**src/sv/pfc_pkg.sv**
```systemverilog
`timescale 1ns / 1ps
// pfc_pkg: shared types and constants for the prime factor count block
// no dependencies

package pfc_pkg;

  // width of the result field and its saturation value
  localparam int unsigned COUNT_W = 5;
  localparam logic [COUNT_W-1:0] COUNT_MAX = '1;

  // width of the result tdata, padded to whole bytes
  localparam int unsigned M_TDATA_W = ((COUNT_W + 7) / 8) * 8;

  // sequencer states
  typedef enum logic [2:0] {
    ST_IDLE,
    ST_STRIP,
    ST_DIV,
    ST_WAIT,
    ST_FINISH
  } state_t;

endpackage

```
**src/sv/prime_factor_count.sv**
```systemverilog
`timescale 1ns / 1ps
// prime_factor_count: counts prime factors of |value| with multiplicity
// depends on pfc_pkg and pfc_divider

// Takes one signed value per item and returns the number of prime factors of
// its magnitude, counted with multiplicity and saturated at 31; zero gives 0
// and a magnitude of one gives 1. The low VALUE_WIDTH bits of s_tdata are the
// operand, sign-extended from bit VALUE_WIDTH-1. Factors of two are stripped
// one per cycle, then odd trial divisors from 3 upward go through a single
// shared bit-serial divider. Each division yields both the quotient for the
// stop test (divisor above quotient) and the remainder for the factor test.
// The time an item takes grows with its trailing zeros, its odd factors and
// the square root of its odd part. The divider sets the rate; one item is in
// work at a time, and a new item can be taken while the previous result
// still waits on the output.

module prime_factor_count #(
  parameter int unsigned VALUE_WIDTH = 32
) (
  input  logic                         clk,
  input  logic                         rst,
  input  logic                         s_tvalid,
  output logic                         s_tready,
  // [VALUE_WIDTH-1:0] value (two's complement), upper bits ignored
  input  logic [((VALUE_WIDTH > 32) ? (((VALUE_WIDTH + 7) / 8) * 8) : 32)-1:0] s_tdata,
  output logic                         m_tvalid,
  input  logic                         m_tready,
  // [4:0] factor_count, [7:5] zero
  output logic [pfc_pkg::M_TDATA_W-1:0] m_tdata
);

  import pfc_pkg::*;

  localparam int unsigned W = VALUE_WIDTH;

  state_t           state;
  state_t           state_next;
  logic [W-1:0]     n;
  logic [W-1:0]     n_next;
  logic [W-1:0]     d;
  logic [W-1:0]     d_next;
  logic [COUNT_W-1:0] count;
  logic [COUNT_W-1:0] count_next;
  logic [COUNT_W-1:0] count_inc;
  logic [COUNT_W-1:0] result;
  logic             m_tvalid_next;
  logic             load_out;
  logic             div_start;
  logic             div_done;
  logic [W-1:0]     div_q;
  logic [W-1:0]     div_r;
  logic [W-1:0]     raw;
  logic [W-1:0]     mag;
  logic             out_free;
  logic             in_take;

  // exact magnitude of the operand
  assign raw = s_tdata[W-1:0];
  assign mag = raw[W-1] ? (~raw + 1'b1) : raw;

  assign count_inc = (count == COUNT_MAX) ? count : count + 1'b1;
  assign out_free  = !m_tvalid || m_tready;
  assign s_tready  = (state == ST_IDLE);
  assign in_take   = s_tvalid && s_tready;

  // shared trial divider
  pfc_divider #(
    .WIDTH(W)
  ) u_div (
    .clk      (clk),
    .rst      (rst),
    .start    (div_start),
    .dividend (n),
    .divisor  (d),
    .done     (div_done),
    .quotient (div_q),
    .remainder(div_r)
  );

  // next state
  always_comb begin
    state_next = state;
    case (state)
      ST_IDLE: begin
        if (in_take) begin
          if (mag == '0 || mag == W'(1)) state_next = ST_FINISH;
          else state_next = ST_STRIP;
        end
      end
      ST_STRIP: begin
        if (n[0]) state_next = ST_DIV;
      end
      ST_DIV: begin
        state_next = ST_WAIT;
      end
      ST_WAIT: begin
        if (div_done) begin
          if (d > div_q) state_next = ST_FINISH;
          else state_next = ST_DIV;
        end
      end
      ST_FINISH: begin
        if (out_free) state_next = ST_IDLE;
      end
      default: state_next = ST_IDLE;
    endcase
  end

  // datapath updates and sequencer outputs
  always_comb begin
    n_next     = n;
    d_next     = d;
    count_next = count;
    div_start  = 1'b0;
    load_out   = 1'b0;
    case (state)
      ST_IDLE: begin
        if (in_take) begin
          n_next     = mag;
          count_next = (mag == W'(1)) ? COUNT_W'(1) : '0;
        end
      end
      ST_STRIP: begin
        if (!n[0]) begin
          n_next     = n >> 1;
          count_next = count_inc;
        end else begin
          d_next = W'(3);
        end
      end
      ST_DIV: begin
        div_start = 1'b1;
      end
      ST_WAIT: begin
        if (div_done) begin
          if (d > div_q) begin
            // leftover above one is a single prime
            if (n > W'(1)) count_next = count_inc;
          end else if (div_r == '0) begin
            n_next     = div_q;
            count_next = count_inc;
          end else begin
            d_next = d + W'(2);
          end
        end
      end
      ST_FINISH: begin
        load_out = out_free;
      end
      default: begin
        n_next = n;
      end
    endcase
  end

  // output register
  assign m_tvalid_next = (m_tvalid && !m_tready) || load_out;

  // control registers
  always_ff @(posedge clk) begin
    if (rst) begin
      state    <= ST_IDLE;
      m_tvalid <= 1'b0;
    end else begin
      state    <= state_next;
      m_tvalid <= m_tvalid_next;
    end
  end

  // payload registers
  always_ff @(posedge clk) begin
    n     <= n_next;
    d     <= d_next;
    count <= count_next;
    if (load_out) result <= count;
  end

  assign m_tdata = {{(M_TDATA_W - COUNT_W){1'b0}}, result};

endmodule

```
**src/sv/pfc_divider.sv**
```systemverilog
`timescale 1ns / 1ps
// pfc_divider: shared restoring divider, one quotient bit per cycle
// standalone; used by prime_factor_count

module pfc_divider #(
  parameter int unsigned WIDTH = 32
) (
  input  logic             clk,
  input  logic             rst,
  input  logic             start,
  input  logic [WIDTH-1:0] dividend,
  input  logic [WIDTH-1:0] divisor,
  output logic             done,
  output logic [WIDTH-1:0] quotient,
  output logic [WIDTH-1:0] remainder
);

  localparam int unsigned CNT_W = $clog2(WIDTH + 1);
  localparam logic [CNT_W-1:0] STEPS = CNT_W'(WIDTH);

  logic             busy;
  logic [CNT_W-1:0] cnt;
  logic [WIDTH-1:0] quo;
  logic [WIDTH-1:0] rem;
  logic [WIDTH-1:0] dsr;
  logic [WIDTH:0]   shifted;
  logic [WIDTH:0]   diff;

  // one trial subtract per cycle
  assign shifted = {rem, quo[WIDTH-1]};
  assign diff    = shifted - {1'b0, dsr};

  // control: step counter and done pulse
  always_ff @(posedge clk) begin
    if (rst) begin
      busy <= 1'b0;
      cnt  <= '0;
      done <= 1'b0;
    end else begin
      done <= 1'b0;
      if (start) begin
        busy <= 1'b1;
        cnt  <= STEPS;
      end else if (busy) begin
        cnt <= cnt - 1'b1;
        if (cnt == CNT_W'(1)) begin
          busy <= 1'b0;
          done <= 1'b1;
        end
      end
    end
  end

  // datapath: partial remainder and quotient shift register
  always_ff @(posedge clk) begin
    if (start) begin
      quo <= dividend;
      rem <= '0;
      dsr <= divisor;
    end else if (busy) begin
      if (!diff[WIDTH]) begin
        rem <= diff[WIDTH-1:0];
        quo <= {quo[WIDTH-2:0], 1'b1};
      end else begin
        rem <= shifted[WIDTH-1:0];
        quo <= {quo[WIDTH-2:0], 1'b0};
      end
    end
  end

  assign quotient  = quo;
  assign remainder = rem;

endmodule

```
**config.mk**
```make
export PLATFORM = sky130hd
export DESIGN_NAME = prime_factor_count
export DESIGN_NICKNAME = d
export VERILOG_FILES = /design/src/sv/pfc_pkg.sv /design/src/sv/prime_factor_count.sv /design/src/sv/pfc_divider.sv
export SDC_FILE = /design/constraint.sdc
export NUM_CORES = 1
export LEC_CHECK = 0
export BUFFER_PORTS_ARGS = -buffer_cell sky130_fd_sc_hd__buf_2
export CAP_MARGIN = 20
export CORE_UTILIZATION = 60
export CTS_BUF_LIST = sky130_fd_sc_hd__clkbuf_4 sky130_fd_sc_hd__clkbuf_8 sky130_fd_sc_hd__clkbuf_16
export DETAILED_ROUTE_END_ITERATION = 10
export HOLD_SLACK_MARGIN = 0.1
export MAX_ROUTING_LAYER = met4
export PLACE_DENSITY = 0.89
export SYNTH_ARGS = -nofsm -noshare
export SYNTH_HDL_FRONTEND = slang
export SYNTH_HIERARCHICAL = 1
export SYNTH_SLANG_ARGS = --single-unit
```
**constraint.sdc**
```tcl
create_clock -name clk -period 10.95 [get_ports clk]
set_clock_uncertainty 0.05 [all_clocks]
set_input_delay 1.095 -clock clk [delete_from_list [all_inputs] [get_ports clk]]
set_output_delay 1.095 -clock clk [all_outputs]
set_load 0.01 [all_outputs]
```
# [Yosys cells after proc, flatten, opt, wreduce, memory -nomap -nowiden]
# Cells that the tools add are included.
# W data, S select, Z words.
[classes] n_bitwise=2 reduce_logical=20 muxes=40 order_cmp=2 n_eq_ne=17 n_addsub=5
[op_table] cell="$mux W32" count=13
[op_table] cell="$pmux W32 S3" count=1
[op_table] cell="$logic_not A32 Y1" count=2
[op_table] cell="$pmux W32 S2" count=1
[op_table] cell="$mux W5" count=7
[op_table] cell="$sub A33 B32 Y33" count=1
[op_table] cell="$add A32 B1 Y32 const B" count=1
[op_table] cell="$add A32 B2 Y32 const B" count=1
[op_table] cell="$eq A32 B1 Y1 const B" count=1
[op_table] cell="$gt A32 B1 Y1 const B" count=1
[op_table] cell="$gt A32 B32 Y1" count=1
[op_table] cell="$not A32 Y32" count=1
[op_table] cell="$mux W3" count=6
[op_table] cell="$pmux W3 S5" count=1
[op_table] cell="$pmux W5 S3" count=1
[op_table] cell="$mux W6" count=2
[op_table] cell="$ne A2 B2 Y1 const B" count=6
[op_table] cell="$reduce_and A6 Y1" count=2
[op_table] cell="$reduce_and A5 Y1" count=2
[op_table] cell="$mux W1" count=8
[op_table] cell="$eq A3 B2 Y1 const B" count=2
[op_table] cell="$eq A6 B1 Y1 const B" count=1
[op_table] cell="$ne A3 B3 Y1 const B" count=2
[op_table] cell="$sub A6 B1 Y6 const B" count=1
[op_table] cell="15 further kinds" count=21
[word_totals] output_inout_bits=10 register_bits=182 elab_cells=100

# [Depth between registers and ports, before layout]
# Gate-level depths: netlist of run 1.
[logic_depth] word_depth=8 ltp_mapped=13

# [Hierarchy]
# Netlist of run 1, hierarchy kept.
[modules_own_cells] mod="pfc_divider" seq_area_each_um2=2722.6 instances=1 area_per_inst_um2=6188.4 cells_each=589
[modules_own_cells] mod="prime_factor_count" seq_area_each_um2=2272.2 instances=1 area_per_inst_um2=5880.6 cells_each=648

# [Worst setup path before layout of run 1]
# Ideal clock, no wire load.
[synth_path] path_type="register to register" start="reg state[0]" end="reg u_div.quo[0] (netlist: u_div/quotient[0]) (enable)" slack_ns=6.187 setup_time_ns=0.387 path_stages_with_launch=7 arrival_ns=4.327 synth_period_minus_slack_ns=4.763 n_path_buf=3 path_cell_list="dfxtp_1 > clkbuf_1 > nor3_1 > clkbuf_1 > buf_1 > nor2_1 > inv_1"
[synth_via] elab_chain_len=3
[synth_lines] item="start: declaration" line="prime_factor_count.sv:36" text="state_t state;"
[synth_lines] item="start signal: assignment" line="prime_factor_count.sv:165" text="state <= state_next;"
[synth_lines] item="$eq A3 B2 Y1" line="prime_factor_count.sv:116" text="case (state)"
[synth_lines] item="$mux W1" line="prime_factor_count.sv:116"
[synth_lines] item="net div_start" line="prime_factor_count.sv:48" text="logic div_start;"
[synth_lines] item="$reduce_bool A2 Y1 (no source line)"
[synth_lines] item="end signal: assignment" line="pfc_divider.sv:57" text="quo <= dividend;"
[synth_lines] item="end signal: assignment" line="pfc_divider.sv:63" text="quo <= {quo[WIDTH-2:0], 1'b1};"
[synth_lines] item="end signal: assignment" line="pfc_divider.sv:66" text="quo <= {quo[WIDTH-2:0], 1'b0};"
[synth_lines] item="end: declaration" line="pfc_divider.sv:23" text="logic [WIDTH-1:0] quo;"
# The timed path passes the listed nets, and every way through them passes these cells.
# A chain may end at the register's enable or synchronous reset.

# [Worst setup path after layout of run 1]
[layout_path] start="in s_tdata[0] (netlist name)" end="reg count[0], data pin"
[layout_via] elab_chain_len=7
[layout_lines] item="start: declaration" line="prime_factor_count.sv:25" text="input logic [((VALUE_WIDTH > 32) ? (((VALUE_WIDTH + 7) / 8) * 8) : 32)-1:0] s_tdata,"
[layout_lines] item="$not A32 Y32" line="prime_factor_count.sv:59" text="assign mag = raw[W-1] ? (~raw + 1'b1) : raw;"
[layout_lines] item="$add A32 B1 Y32" line="prime_factor_count.sv:59"
[layout_lines] item="$mux W32 *" line="prime_factor_count.sv:59"
[layout_lines] item="$eq A32 B1 Y1 *" line="prime_factor_count.sv:120" text="count_next = (mag == W'(1)) ? COUNT_W'(1) : '0;"
[layout_lines] item="$mux W1 *" line="prime_factor_count.sv:120"
[layout_lines] item="$mux W5 *" line="prime_factor_count.sv:118" text="if (in_take) begin"
[layout_lines] item="$pmux W5 S3 *" line="prime_factor_count.sv:116"
[layout_lines] item="net count_next[0]" line="prime_factor_count.sv:43" text="logic [COUNT_W-1:0] count_next;"
[layout_lines] item="end signal: assignment" line="prime_factor_count.sv:174" text="count <= count_next;"
[layout_lines] item="end: declaration" line="prime_factor_count.sv:42" text="logic [COUNT_W-1:0] count;"
# Mark *: on every way through the listed nets, which the timed path passes. The rest lies on a longest branch. The select of a mux whose other input is x is not followed.

==> results of run 1 <==
## worst register-to-register path, cell delays in order (launching register included)
cell and delay [ps]:
edfxtp_1 460, ha_1 340, a21o_1 180, a211oi_1 220, o21ai_0 130, o211a_1 150, a2111oi_0 650, a21oi_1 330
or3_1 460, a21oi_2 140, buf_4 390
## cells in the mapped netlist (all sizes together) (4+ instances only)
cell type and count:
a211oi 13, a21o 21, a21oi 95, a221oi 31
a311oi 22, a31oi 11, and3 17, and4 4
buf 21, clkbuf 37, dfxtp 44, edfxtp 137
ha 68, inv 85, mux2 32, mux2i 11
nand2 109, nand2b 15, nand3 33, nand4 27
nor2 107, nor2b 8, nor3 28, nor4 27
o21a 5, o21ai 44, o21bai 5, o31ai 11
o32ai 5, o41ai 7, or2 4, or3 13
or4 7, xnor2 36, xor2 52
## area by class of cell
cell class / instances / area (µm²)
Clock buffer: 17 / 425.4
Clock inverter: 15 / 181.4
Inverter: 85 / 319.1
Fill cell: 1458 / 6528
Tap cell: 265 / 331.6
Multi-Input combinational cell: 915 / 6501
Sequential cell: 181 / 4996
Antenna cell: 1 / 2.502
Timing Repair Buffer: 52 / 305.3
## cell families after synthesis
kind of cell	after synthesis	synth area share, %
AND/OR/NAND/NOR	412	16.99
AO/OA/AOI/OAI	299	18.83
adder cells (fa/ha/maj)	69	7.215
multiplexers	43	3.898
XOR/XNOR	88	6.697
flip-flops	181	41.39
other	2	0.06223
buffers and inverters	143	4.924
## where the power goes
part	total (mW)	internal, mW	switching, mW
sequential	1.07	0.920	0.151
clock	0.637	0.348	0.289
combinational	1.24	0.494	0.743
total	2.95	1.76	1.18
## worst paths after layout
path / endpoint / slack [ps] / cells past startpoint
worst max-delay path: count[0] / 7010 / 11
worst max register to register: d[27] / 7090 / 10
worst min-delay path: u_div/cnt[0] / 450 / 2
worst min register to register: u_div/cnt[0] / 450 / 2
## sequential cells by signal, indices dropped and copies added, names as in the netlist
name / cells
result: 5
d: 31
u_div/dsr: 32
state: 3
u_div/cnt: 6
u_div/done: 1
m_tvalid: 1
count: 5
n: 32
u_div/quotient: 32
u_div/busy: 1
u_div/remainder: 32
## per-stage QoR
| stage | setup WS (ps) | util [%] | area, µm² | cells |
|---|---|---|---|---|
| after floorplan | 6187 | - | 12080 | 1239 |
| after global placement | 6782 | 63.43 | 12430 | 1497 |
| after detailed placement | 6630 | 63.43 | 12430 | 1497 |
| after CTS | 7072 | 66.53 | 13030 | 1529 |
| after global routing | 6776 | 66.68 | 13060 | 1531 |
| final | 7012 | 66.68 | 13060 | 1531 |
## layer usage
layer | global-route usage (%) | wire length [µm] | up-vias
li1 | - | - | 4643
met1 | 37.87 | 11610 | 4693
met2 | 46.68 | 13880 | 520
met3 | 3.932 | 2081 | 80
met4 | 12.54 | 907 | 0
met5 | - | 0 | -
==> out/metrics.yaml, run 1 <==
clock_network:
  cts_resized: 0
  cts.sinks: 181
  clk_pin_slew_ps: 80
  clockBufferDepth: 2
  htreeDepth: 4
  cts_setup_buffers: 0
  holdBufCountCts: 0
  cts_buffers: 17
  clk_latency_ps: 440
  cts_tree: "done"
  cts_root_buf: "clkbuf_16"
floorplan:
  ioPinCount: 46
  row_count: 51
  floorplan.core_area_um2: 19590
  start_util_pct: 61.61
  dieArea_um2: 20690
  die_h_um: 143.8
  die-width_um: 143.8
sta:
  fmax_mhz: 253.9
  tightest_slew_ps: 987.2
  final.setup.tns_ps: 0
  finalCriticalPeriod_ps: 3938
  fin_crit_sh_pct: 35.96
  finalSetupViolCount: 0
  timing.hold.ws_ps: 453.7
  rsz0062_at_grt: "false"
  finalHoldViolCount: 0
  slew_headroom_pct: 34.18
  final-max-slew-violation-count: 0
critical_path:
  arrival_ps: 4180
  cp.buffers_inverters: 2
  critPathKind: "input pin to flop"
  crit_start: "s_tdata[0]"
  critPathMaxFanout: 8
  path_delay_family: "simple AND/OR/NAND/NOR gates"
  path_cells: "buf_2 -> inv_1 -> ha_1 -> nor3b_1 -> nand3_1 -> nor4_1 -> nand2_1 -> a211oi_1 -> nor2_1 -> or3_4 -> o21ai_1"
  worstSetupStartpointType: "input pin"
  cp-end-kind: "flop"
  critPathSlowestCell: "nor3b_1"
  slowest_delay_ps: 750
  cp.required_ps: 11190
  rr_startpoint: "d[28]"
yosys:
  ys.warnings.count: 6
  syn_area_um2: 12070
  ys_seq_area_share_pct: 41.39
  ys_async_sr_fraction_pct: 0
  synth_edf_count: 137
  yosysUniqueCellTypes: 87
  ys.flop_type: "edfxtp_1"
  postSynthCellCount: 1237
  yosysTopAreaCellShare_pct: 34.09
  ys_seq_elements: 181
  syn_avg_cell_area_um2: 9.757
  yosysTopAreaCell: "edfxtp_1"
  synth_area_leaders: "edfxtp_1 (34%), dfxtp_1 (7.3%), ha_1 (7.0%), xor2_1 (3.8%), a21oi_1 (3.7%)"
route:
  drc: 0
  ant_nets: 0
  drt_iter0_drc: 932
  dr.pass1.iters: 8
  avgRoutedWirePerCell_um: 18.60
  via_per_inst: 6.490
  routed_wl_um: 28480
  via_count: 9936
power_and_ir_drop:
  peakVddDrop_v: 0.0001205
  p_leak_nw: 5.001
  fin_total_pwr_mw: 2.946
  power_density_nw_per_um2: 225.5
cells_and_area:
  layout_common_cells: "edfxtp_1 (137), nand2_1 (109), nor2_1 (106)"
  final_common_cell: "edfxtp_1"
  drive_gt1_share_pct: 14.47
  synthToLayoutAreaGrowth_pct: 8.231
  final_nets: 1357
placement:
  port_buffers: 42
  dp_hpwl_um: 19840
  gp_congestion: 0.9313
grt:
  grt_max_degree: 73
  grt_pass1_wl_um: 46310
  grt_usage_pct: 29.45
  gr-total-overflow: 0
  antenna_found_initial: 1
  grt_pass1_vias: 9297
min_path:
  hold_path.class: "flop to flop"
  hp-start: "u_div/cnt[0]"
status:
  outcome: "finished, final reports clean"
run:
  max-cap-violations: 0
Note: power is estimated with default switching activity, not from simulation.
==> inputs of run 2 (changes only) <==
--- a/config.mk
+++ b/config.mk
@@ -5,14 +5,15 @@
 export SDC_FILE = /design/constraint.sdc
 export NUM_CORES = 1
 export LEC_CHECK = 0
+export ABC_AREA = 1
 export BUFFER_PORTS_ARGS = -buffer_cell sky130_fd_sc_hd__buf_2
 export CAP_MARGIN = 20
-export CORE_UTILIZATION = 60
+export CORE_UTILIZATION = 57
 export CTS_BUF_LIST = sky130_fd_sc_hd__clkbuf_4 sky130_fd_sc_hd__clkbuf_8 sky130_fd_sc_hd__clkbuf_16
 export DETAILED_ROUTE_END_ITERATION = 10
 export HOLD_SLACK_MARGIN = 0.1
 export MAX_ROUTING_LAYER = met4
-export PLACE_DENSITY = 0.89
+export PLACE_DENSITY = 0.88
 export SYNTH_ARGS = -nofsm -noshare
 export SYNTH_HDL_FRONTEND = slang
 export SYNTH_HIERARCHICAL = 1
==> constraint.sdc (replaced) <==
create_clock -name clk -period 3.42 [get_ports clk]
set_clock_uncertainty 0.05 [all_clocks]
set_input_delay 0.342 -clock clk [delete_from_list [all_inputs] [get_ports clk]]
set_output_delay 0.342 -clock clk [all_outputs]
set_load 0.01 [all_outputs]
==> out/metrics.yaml, run 2 <==
status:
  outcome: "finished, final reports clean"
cells_and_area:
  multi_input_area_um2: 6599  # +1.5%
  fillerInstances: 1885  # +29%
  seq_area_um2: 4995  # about the same
  synthToLayoutAreaGrowth_pct: 8.263  # about the same
  final_common_cell: "nand2_1"
  diodes: 0  # -1
  final_nets: 2012  # +48%
  fin_area_um2: 14110  # +8.0%
  drive_gt1_share_pct: 7.604  # -6.9 points
  layout_common_cells: "nand2_1 (680), inv_1 (329), nor2_1 (147)"
placement:
  post_dp_cell_area_um2: 13510  # +8.8%
  place_ws_ps: 620.6  # -6009 ps
  port_buffers: 42  # unchanged
  dp_hpwl_um: 23860  # +20%
  gp_congestion: 0.9340  # +0.29%
yosys:
  yosysUniqueCellTypes: 57  # -34%
  synth_edf_count: 137  # unchanged
  ys_seq_elements: 181  # unchanged
  synth_area_leaders: "edfxtp_1 (32%), nand2_1 (20%), inv_1 (9.5%), dfxtp_1 (6.8%), ha_1 (6.5%)"
  synthTopCellsByCount: "nand2_1 (680), inv_1 (329), nor2_1 (152)"
  yosysTopAreaCellShare_pct: 31.56  # -2.5 points
  ys_seq_area_share_pct: 38.31  # -3.1 points
  ys.flop_type: "edfxtp_1"
  ys_async_sr_fraction_pct: 0  # unchanged
  syn_avg_cell_area_um2: 6.971  # -29%
  synth_most_common_cell: "nand2_1"
  postSynthCellCount: 1870  # +51%
  yosysTopAreaCell: "edfxtp_1"
  ys.warnings.count: 6  # unchanged
  syn_area_um2: 13040  # +8.0%
sta:
  fmax_mhz: 343.8
  finalCriticalPeriod_ps: 2909
  worst_slack_ps: 511.2  # -6501 ps
  final-max-slew-violation-count: 0  # unchanged
  rsz0062_at_grt: "false"
  finalSetupViolCount: 0  # unchanged
  final.setup.tns_ps: 0  # unchanged
  slew_headroom_pct: 37.27  # +3.1 points
  timing.hold.ws_ps: 146.3  # -307.4 ps
  fin_crit_sh_pct: 85.05
  tightest_slew_ps: 940.0  # -47.27 ps
  finalHoldViolCount: 0  # unchanged
clock_network:
  cts_buffers: 17  # unchanged
  clk_pin_slew_ps: 80  # about the same
  cts.sinks: 181  # unchanged
  clockBufferDepth: 2  # unchanged
  cts_root_buf: "clkbuf_16"
  cts_setup_buffers: 0  # unchanged
  clk_latency_ps: 440  # about the same
  htreeDepth: 4  # unchanged
  cts_tree: "done"
critical_path:
  critPathKind: "flop to flop"
  path_delay_family: "simple AND/OR/NAND/NOR gates"
  critPathSlowestCell: "edfxtp_1"
  worstSetupStartpointType: "flop"
  arrival_ps: 3020  # -1160 ps
  path_cells: "inv_1 -> ha_1 -> fa_1 -> inv_1 -> nand2_1 -> nand2_1 -> nand3_1 -> nand2_2 -> nand2_1 -> nand2_2 -> nand2_4 -> nand2_4 -> nand2_2 -> nand2_4 -> o21ai_0"
  critPathMaxFanout: 33  # +25
  cp.buffers_inverters: 2  # unchanged
  cp-end-kind: "flop"
  cp.required_ps: 3530  # -7660 ps
  slowest_delay_ps: 420  # -330 ps
floorplan:
  dieArea_um2: 23480  # +14%
  die_h_um: 153.2  # +6.5%
  ioPinCount: 46  # unchanged
  row_count: 54  # +5.9%
  die-width_um: 153.2  # +6.5%
  floorplan.core_area_um2: 22090  # +13%
  start_util_pct: 59.00  # -2.6 points
route:
  dr.pass1.iters: 6  # -2
  drt_iter0_drc: 999  # +7.2%
  drc: 0  # unchanged
  avgRoutedWirePerCell_um: 14.17  # -24%
  routed_wl_um: 31180  # +9.5%
  via_per_inst: 5.386  # -17%
  via_count: 11850  # +19%
  ant_nets: 0  # unchanged
min_path:
  hold_path.class: "input pin to flop"
run:
  max-cap-violations: 0  # unchanged
power_and_ir_drop:
  fin_total_pwr_mw: 12.00  # +310%
  p_leak_nw: 7.060  # +41%
  power_density_nw_per_um2: 850.2  # +280%
  peakVddDrop_v: 0.0004728  # +290%
grt:
  grt_max_degree: 45  # -38%
  gr-total-overflow: 0  # unchanged
  grt_pass1_vias: 11140  # +20%
  antenna_found_initial: 0  # -1
  grt_pass1_wl_um: 52180  # +13%
  grt_usage_pct: 28.26  # -1.2 points
## run 2: cell count changes in the layout (fill, tap and decap cells not counted), sizes merged, moves of 16 or more
cell    previous run  this run
a21o              21         1
a311oi            22         0
xnor2             36        16
a221oi            31         3
mux2              32         0
nor2             107       162
nand3             33       106
xor2              52        12
a21oi             95        61
nand2            109       707
and3              17         1
a22oi              1        25
inv               95       339
## run 2: tightest hold or removal path: stages
cell and delay (ps):
buf_2 80, inv_1 40, nand2_1 70, a21oi_1 60
## run 2: final timing paths
path | from | end | slack, ps | cells after the start
worst max-delay path | u_div/quotient[31] | u_div/quotient[0] | 510 | 15
worst min-delay path | m_tready | m_tvalid | 150 | 4
worst max register to register | u_div/quotient[31] | u_div/quotient[0] | 510 | 15
worst min register to register | count[4] | result[4] | 410 | 0
## run 2: logic make-up (layout without fill, tap and decap cells)
family | after synthesis | count (layout) | share of synthesized area, %
other | 2 | 4 | 0.05761
adders and majority gates | 69 | 69 | 6.680
DFF | 181 | 181 | 38.31
and+or+nand+nor | 1070 | 1070 | 35.14
buffers and inverters | 373 | 421 | 11.31
xor gates and xnor gates | 28 | 28 | 1.881
AOI/OAI and AO/OA | 147 | 147 | 6.623
## run 2: per-stage QoR
stage | instances | util [%]
3_3_place_gp | 2167 | 61.17
3_5_place_dp | 2167 | 61.17
6_report | 2200 | 63.88
2_1_floorplan | 1872 | -
5_1_grt | 2200 | 63.88
4_1_cts | 2200 | 63.88
## run 2: what timing repair did
item,in CTS,in global routing
gates resized for setup,0,0
hold endpoints to repair,3,0
endpoints found under the setup margin,0,0
hold buffers,1,0
## run 2: routing by layer
metal | routed length (µm) | share of wire [%] | global-route usage [%]
met1 | 13010 | 42 | 33.50
met5 | 0 | 0 | -
met2 | 15340 | 49 | 49.16
met3 | 1717 | 5.5 | 2.864
met4 | 1118 | 3.6 | 11.40
## run 2: cell type report
type / instances / share of cell area (%)
clock buffers: 18 / 3.067
multi-input cells: 1318 / 46.76
clock inverters: 14 / 1.108
well taps: 280 / 2.482
flip-flops and latches: 181 / 35.39
repair buffers: 56 / 2.340
inverters: 333 / 8.856
## run 2: report_power, final
group,switching [mW],internal [mW],leakage [nW],total (mW)
Sequential,0.754,3.51,1.65,4.27
Clock,0.937,0.991,0.287,1.93
Combinational,3.91,1.90,5.13,5.81
Total,5.60,6.40,7.06,12.0
